File: config.mk
export PLATFORM = sky130hd
export DESIGN_NAME = double_ended_queue_unit
export DESIGN_NICKNAME = d
export VERILOG_FILES = /design/src/design/deq_pkg.sv /design/src/design/deq_ctrl.sv /design/src/design/deq_dpath.sv /design/src/design/double_ended_queue_unit.sv
export SDC_FILE = /design/constraint.sdc
export NUM_CORES = 1
export LEC_CHECK = 0
export BUFFER_PORTS_ARGS = -buffer_cell sky130_fd_sc_hd__buf_4
export CORE_ASPECT_RATIO = 2
export CORE_MARGIN = 5
export CORE_UTILIZATION = 50
export CTS_CLUSTER_DIAMETER = 120
export CTS_CLUSTER_SIZE = 8
export DETAILED_ROUTE_END_ITERATION = 12
export HOLD_SLACK_MARGIN = 0.15
export PLACE_DENSITY = 0.69
export SETUP_SLACK_MARGIN = 0.4
export SYNTH_ARGS = -nofsm -noshare
export SYNTH_HDL_FRONTEND = slang
export SYNTH_SLANG_ARGS = --single-unit
File: constraint.sdc
create_clock -name clk -period 5.1 [get_ports clk]
set_input_delay 0 -clock clk [delete_from_list [all_inputs] [get_ports clk]]
set_output_delay 0 -clock clk [all_outputs]
set_load 0.01 [all_outputs]
File: src/design/deq_pkg.sv
package deq_pkg;

  localparam int DEPTH = 16;
  localparam int IDX_W = $clog2(DEPTH);
  localparam int CNT_W = $clog2(DEPTH + 1);

  localparam logic [2:0] ACT_PUSH_FRONT = 3'd0;
  localparam logic [2:0] ACT_PUSH_BACK  = 3'd1;
  localparam logic [2:0] ACT_POP_FRONT  = 3'd2;
  localparam logic [2:0] ACT_POP_BACK   = 3'd3;
  localparam logic [2:0] ACT_DUMP_FWD   = 3'd4;
  localparam logic [2:0] ACT_DUMP_BWD   = 3'd5;

  localparam logic [1:0] ST_OK    = 2'd0;
  localparam logic [1:0] ST_EMPTY = 2'd1;
  localparam logic [1:0] ST_FULL  = 2'd2;

  // What the output register is loaded with
  localparam logic [1:0] OUT_DONE  = 2'd0;
  localparam logic [1:0] OUT_FULL  = 2'd1;
  localparam logic [1:0] OUT_EMPTY = 2'd2;
  localparam logic [1:0] OUT_DATA  = 2'd3;

  typedef struct packed {
    logic [2:0]         action;
    logic signed [31:0] value;
  } deq_req_t;

  typedef struct packed {
    logic signed [31:0] element;
    logic [1:0]         status;
    logic               last;
  } deq_rsp_t;

  typedef struct packed {
    logic       push_front;
    logic       push_back;
    logic       take_front;
    logic       take_back;
    logic       walk_load;
    logic       walk_fwd;
    logic       walk_next;
    logic       rsp_load;
    logic [1:0] rsp_kind;
    logic       rsp_last;
  } deq_cmd_t;

  typedef struct packed {
    logic empty;
    logic full;
    logic walk_last;
    logic rsp_free;
  } deq_sts_t;

  function automatic logic [IDX_W-1:0] idx_inc(input logic [IDX_W-1:0] i);
    if (i == IDX_W'(DEPTH - 1)) begin
      return '0;
    end
    return i + 1'b1;
  endfunction

  function automatic logic [IDX_W-1:0] idx_dec(input logic [IDX_W-1:0] i);
    if (i == '0) begin
      return IDX_W'(DEPTH - 1);
    end
    return i - 1'b1;
  endfunction

endpackage

File: src/design/deq_ctrl.sv
module deq_ctrl (
  input  logic              clk,
  input  logic              rst,
  input  logic              req_valid,
  input  logic [2:0]        req_action,
  output logic              req_stall,
  input  deq_pkg::deq_sts_t sts,
  output deq_pkg::deq_cmd_t cmd
);
  import deq_pkg::*;

  localparam logic [1:0] S_IDLE = 2'd0;
  localparam logic [1:0] S_POP  = 2'd1;
  localparam logic [1:0] S_DUMP = 2'd2;

  logic [1:0] state;
  logic [1:0] state_next;
  logic       accept;

  always_comb begin
    req_stall  = !((state == S_IDLE) && sts.rsp_free);
    accept     = req_valid && !req_stall;
    cmd        = '0;
    state_next = state;
    unique case (state)
      S_IDLE: begin
        if (accept) begin
          unique case (req_action) inside
            ACT_PUSH_FRONT, ACT_PUSH_BACK: begin
              cmd.rsp_load = 1'b1;
              cmd.rsp_last = 1'b1;
              if (sts.full) begin
                cmd.rsp_kind = OUT_FULL;
              end else begin
                cmd.rsp_kind   = OUT_DONE;
                cmd.push_front = (req_action == ACT_PUSH_FRONT);
                cmd.push_back  = (req_action == ACT_PUSH_BACK);
              end
            end
            ACT_POP_FRONT, ACT_POP_BACK: begin
              if (sts.empty) begin
                cmd.rsp_load = 1'b1;
                cmd.rsp_last = 1'b1;
                cmd.rsp_kind = OUT_EMPTY;
              end else begin
                cmd.take_front = (req_action == ACT_POP_FRONT);
                cmd.take_back  = (req_action == ACT_POP_BACK);
                state_next     = S_POP;
              end
            end
            ACT_DUMP_FWD, ACT_DUMP_BWD: begin
              if (sts.empty) begin
                cmd.rsp_load = 1'b1;
                cmd.rsp_last = 1'b1;
                cmd.rsp_kind = OUT_EMPTY;
              end else begin
                cmd.walk_load = 1'b1;
                cmd.walk_fwd  = (req_action == ACT_DUMP_FWD);
                state_next    = S_DUMP;
              end
            end
            default: ;  // unused codes: drop the item
          endcase
        end
      end
      S_POP: begin
        cmd.rsp_load = 1'b1;
        cmd.rsp_kind = OUT_DATA;
        cmd.rsp_last = 1'b1;
        state_next   = S_IDLE;
      end
      S_DUMP: begin
        if (sts.rsp_free) begin
          cmd.rsp_load = 1'b1;
          cmd.rsp_kind = OUT_DATA;
          cmd.rsp_last = sts.walk_last;
          if (sts.walk_last) begin
            state_next = S_IDLE;
          end else begin
            cmd.walk_next = 1'b1;
          end
        end
      end
      default: state_next = S_IDLE;
    endcase
  end

  always_ff @(posedge clk) begin
    if (rst) begin
      state <= S_IDLE;
    end else begin
      state <= state_next;
    end
  end

endmodule

File: src/design/deq_dpath.sv
module deq_dpath (
  input  logic               clk,
  input  logic               rst,
  input  deq_pkg::deq_cmd_t  cmd,
  input  logic signed [31:0] req_value,
  output deq_pkg::deq_sts_t  sts,
  output logic               rsp_valid,
  input  logic               rsp_stall,
  output deq_pkg::deq_rsp_t  rsp
);
  import deq_pkg::*;

  logic [31:0]      ring [DEPTH];
  logic [31:0]      rd_data;
  logic [IDX_W-1:0] front;
  logic [IDX_W-1:0] back;
  logic [CNT_W-1:0] count;
  logic [IDX_W-1:0] walk_ptr;
  logic [CNT_W-1:0] walk_left;
  logic             walk_fwd;

  logic             wr_en;
  logic [IDX_W-1:0] wr_addr;
  logic             rd_en;
  logic [IDX_W-1:0] rd_addr;

  always_comb begin
    wr_en   = cmd.push_front || cmd.push_back;
    wr_addr = cmd.push_front ? idx_dec(front) : back;
    rd_en   = cmd.take_front || cmd.take_back || cmd.walk_load || cmd.walk_next;
    if (cmd.take_front) begin
      rd_addr = front;
    end else if (cmd.take_back) begin
      rd_addr = idx_dec(back);
    end else if (cmd.walk_load) begin
      rd_addr = cmd.walk_fwd ? front : idx_dec(back);
    end else begin
      rd_addr = walk_fwd ? idx_inc(walk_ptr) : idx_dec(walk_ptr);
    end
  end

  always_comb begin
    sts.empty     = (count == '0);
    sts.full      = (count == CNT_W'(DEPTH));
    sts.walk_last = (walk_left == CNT_W'(1));
    sts.rsp_free  = !rsp_valid || !rsp_stall;
  end

  always_ff @(posedge clk) begin
    if (wr_en) begin
      ring[wr_addr] <= req_value;
    end
    if (rd_en) begin
      rd_data <= ring[rd_addr];
    end
  end

  always_ff @(posedge clk) begin
    if (rst) begin
      front     <= '0;
      back      <= '0;
      count     <= '0;
      walk_left <= '0;
      walk_fwd  <= 1'b0;
    end else begin
      if (cmd.push_front || cmd.take_back) begin
        if (cmd.push_front) begin
          front <= idx_dec(front);
        end else begin
          back <= idx_dec(back);
        end
      end
      if (cmd.push_back) begin
        back <= idx_inc(back);
      end
      if (cmd.take_front) begin
        front <= idx_inc(front);
      end
      if (wr_en) begin
        count <= count + 1'b1;
      end else if (cmd.take_front || cmd.take_back) begin
        count <= count - 1'b1;
      end
      if (cmd.walk_load) begin
        walk_left <= count;
        walk_fwd  <= cmd.walk_fwd;
      end else if (cmd.walk_next) begin
        walk_left <= walk_left - 1'b1;
      end
    end
  end

  always_ff @(posedge clk) begin
    if (cmd.walk_load || cmd.walk_next) begin
      walk_ptr <= rd_addr;
    end
  end

  // Output register: hold while stalled, clear valid after the transfer
  always_ff @(posedge clk) begin
    if (rst) begin
      rsp_valid <= 1'b0;
    end else if (cmd.rsp_load) begin
      rsp_valid <= 1'b1;
    end else if (!rsp_stall) begin
      rsp_valid <= 1'b0;
    end
  end

  always_ff @(posedge clk) begin
    if (cmd.rsp_load) begin
      rsp.last <= cmd.rsp_last;
      case (cmd.rsp_kind)
        OUT_DATA: begin
          rsp.element <= rd_data;
          rsp.status  <= ST_OK;
        end
        OUT_FULL: begin
          rsp.element <= '0;
          rsp.status  <= ST_FULL;
        end
        OUT_EMPTY: begin
          rsp.element <= '0;
          rsp.status  <= ST_EMPTY;
        end
        default: begin
          rsp.element <= '0;
          rsp.status  <= ST_OK;
        end
      endcase
    end
  end

endmodule

File: src/design/double_ended_queue_unit.sv
// Push, refused push and empty pop/dump: result valid in the cycle after the transfer.
// Pop and dump: the ring read is registered, then the output register is loaded. A dump
// of N elements then gives one per cycle while results flow; input is held off until the
// last element is loaded. Pushes sustain one item per cycle while results flow.
// Reset (synchronous, active high) empties the queue; ring contents are not cleared.
module double_ended_queue_unit (
  input  logic              clk,
  input  logic              rst,
  input  logic              req_valid,
  output logic              req_stall,
  input  deq_pkg::deq_req_t req,
  output logic              rsp_valid,
  input  logic              rsp_stall,
  output deq_pkg::deq_rsp_t rsp
);
  import deq_pkg::*;

  deq_cmd_t cmd;
  deq_sts_t sts;

  deq_ctrl u_ctrl (
    .clk        (clk),
    .rst        (rst),
    .req_valid  (req_valid),
    .req_action (req.action),
    .req_stall  (req_stall),
    .sts        (sts),
    .cmd        (cmd)
  );

  deq_dpath u_dpath (
    .clk       (clk),
    .rst       (rst),
    .cmd       (cmd),
    .req_value (req.value),
    .sts       (sts),
    .rsp_valid (rsp_valid),
    .rsp_stall (rsp_stall),
    .rsp       (rsp)
  );

endmodule

==> impl_results.md <==
- Status: finished clean
- Worst setup SP type: register
- Global placer's final weighted congestion: slightly below 0.8
- Unrepaired setup endpoints after global routing: no
- Worst R2R Start: u_dpath.count[0]
- Cell row count: approximately 120
- Pin count of the biggest net entering global routing: 129
- Placed cells: around 2200
- Final Routed Wirelength: roughly 63000 µm
- Hold path start: req[20]
- Avg Cell Area, Syn: 15.9 µm²
- Max IR drop VDD: 0.000223 V
- Synth-to-Final Area Change: 16.9%
- DR pass1 iterations: 5
- Post-cts resize count: 0
- Sequential share of the synthesized area: 71.9%
- Yosys warns: 0
- Top cells by area, synth: edfxtp_1, mux2i_1, a221oi_1, a2111oi_0, o21a_1
- Antenna fix cells: 0
- #FFs+latches synth: 605
- Post-CTS Setup Bufs: 0
- Min-Delay Path Depth: 2
- Setup WS post-layout: 0.780 ns
- Hold buffers post-CTS: 43
- Final hold viol count: 0
- Post-synth EDFFs: 583
- WS Path Type: register to register
- Starting Density: between 50% and 60%
- Mapped Area: 25000 µm²
- Final setup violation count: 0
- RR Endpoint: u_dpath.rd_data[11]
- Clk slew on worst S/H paths: 0.05 ns
- Headroom to the max-slew limit: 13.8%
- P_leak: 9.45 nW
- Vias per cell: between 6 and 7
- Setup_tns: 0 ns
- CTS max path bufs: 3
- Starting DRT DRC Count: 1465
- H-tree levels: 3
- Top Ports: between 70 and 80
- Setup WS pre-CTS: 0.934 ns
- Gr ovfl total: 0
- Worst-path maximum fanout: 72
- Area leader, netlist: edfxtp_1
- Global Route Usage Sum: 22.7%
- Vias in the first global route: ~16000
- Crit-path slowest cell: buf_4
- Worst hold path class: primary input to register
- CTS tree: yes
- Total power: roughly 13 mW
- # port buffers: between 70 and 80
- Main synth FF type: edfxtp_1
- WL/cell: 26.9 µm
- Antenna Nets Post-Route: 0
- Initial antenna violation count: 0
- Tmin final: 4.32 ns
- Core area: 49400 µm²
- R2r worst-path depth: 8
- Post-synth ARST share: 0%
- HPWL Detailed: 32500 µm
- Crit path required time: 5.56 ns
- Commonest non-fill, non-tap cell in the layout: edfxtp_1
- Worst-skew pair later-pin latency: 0.61 ns
- Synth Instances: 1574
- Synth top area share: 70.2%
- Global-route wire length before repair: 95000 µm
- Vias: 15300
- Crit-path leading delay family: buffers and inverters
- Worst path bufs/invs: 2
- Die Height: 326 µm
- Crit path DAT: 4.78 ns
- Crit. End Element: register
- Share of cells above drive strength 1: 14.3%
- Maximum clock frequency: 231 MHz
- Synth cell types: 54
- Root buffer cell: clkbuf_16
- Worst slew pin tran: about 1.3 ns
- Syn_nets: 1626
- Final std cells w/o fill: roughly 2300
- Die width: 168 µm
- DRC viols: 0
- Die area: 54700 µm²
- Max incr delay on CP: 0.81 ns
- Clock Skews: 0.0219 ns
- Pwr per Cell Area: 443 nW/µm²
- Clock sink count: 605
- Fin crit share: approximately 85%
- Nets@finish: 1731
- CP Cell Sequence: or4_1 -> o2111ai_4 -> buf_4 -> buf_4 -> o21a_1 -> a221oi_1 -> a2111oi_0 -> or4_1
- Fill cells: 3635
- Setup slack, reg-to-reg: 0.78 ns
- Max Transition Viols Final: 0
- MaxCap Viol Count: 0
- Clock buffer count from CTS: 85
- Most frequent cells in the layout: edfxtp_1, a221oi_1, mux2i_1, o21a_1, a2111oi_0
- Fin util: approximately three fifths
- Hold Path Sink: u_dpath.ring[0][20]
[kinds of logic (layout without fill, tap and decap cells)]
family | after synthesis | after routing | share of synthesized area (%)
XOR/XNOR | 10 | 10 | 0.351
adder cells (fa/ha/maj) | 14 | 14 | 0.722
buffers and inverters | 170 | 297 | 2.63
flip-flops | 605 | 605 | 71.9
AO/OA/AOI/OAI | 472 | 472 | 15.3
multiplexers | 132 | 132 | 5.30
AND/OR/NAND/NOR | 171 | 171 | 3.82
[power breakdown]
part	internal (mW)	leakage, nW	switching, mW
combinational	0.774	2.87	1.44
clock	3.02	1.12	1.91
sequential	5.70	5.46	0.0753
[stage by stage]
step,hold WS (ns),cell area [µm²]
after floorplan,0.0728,25000
after global placement,0.291,26500
after detailed placement,0.300,26500
after CTS,0.205,29200
after global routing,0.248,29200
final,0.232,29200
[layout make-up]
| cell class | count | area (µm²) | area share (%) |
|---|---|---|---|
| sequential | 605 | 17900 | 61.5 |
| multi-input combinational | 799 | 6540 | 22.4 |
| clock buffer | 103 | 2240 | 7.67 |
| timing repair buffer | 162 | 1500 | 5.14 |
| tap | 643 | 805 | 2.76 |
| inverter | 26 | 97.6 | 0.335 |
| clock inverter | 6 | 48.8 | 0.167 |
[registers in the layout, indices dropped and copies added, names as in the netlist]
register,cells
u_dpath.rsp_valid,1
u_dpath.rsp,35
u_dpath.rd_data,32
u_ctrl.state,2
u_dpath.walk_left,5
u_dpath.back,4
u_dpath.front,4
u_dpath.walk_ptr,4
u_dpath.ring,512
u_dpath.walk_fwd,1
u_dpath.count,5
[Yosys cell counts (4+ instances only)]
master / count
o21ai_0: 17
mux2i_1: 132
a2111oi_0: 128
o21a_1: 130
nor3_1: 9
inv_1: 24
clkbuf_1: 124
xnor2_1: 7
ha_1: 12
buf_1: 6
a31oi_1: 7
nor2_1: 45
a211oi_1: 4
edfxtp_1: 583
nor3b_1: 9
nand2_1: 20
a221oi_1: 131
dfxtp_1: 22
or4_1: 34
o31ai_1: 4
a21oi_1: 24
nor2b_1: 38
buf_2: 14
[worst reg2reg max path, stage by stage, from the launching register on]
cell       delay [ns]
dfxtp_1          0.33
or4_1            0.68
o2111ai_4        0.45
buf_4            0.65
buf_4            0.84
o21a_1           0.28
a221oi_1         0.08
a2111oi_0        0.64
or4_1            0.22
[how the worst max path moves through the flow]
stage | startpoint | endpoint | depth (start not counted)
CTS | u_dpath.count[0] | u_dpath.rd_data[11] | 8
floorplan | u_dpath.count[0] | u_dpath.ring[1][0] | 8
finish | u_dpath.count[0] | u_dpath.rd_data[11] | 8
global placement | u_dpath.count[0] | u_dpath.rd_data[7] | 8
global route | u_dpath.count[0] | u_dpath.rd_data[1] | 8
detailed placement | u_dpath.count[0] | u_dpath.rd_data[7] | 8
[layer usage]
metal	vias up	wire length (µm)	part of all wire (%)	global-route usage, %
li1	6711	-	-	-
met1	7739	24000	38	28.4
met2	657	33000	52	39.3
met3	154	3850	6.1	3.15
met4	0	2330	3.7	10.0
met5	-	0	0	0
Note: power is estimated with default switching activity, not from simulation.
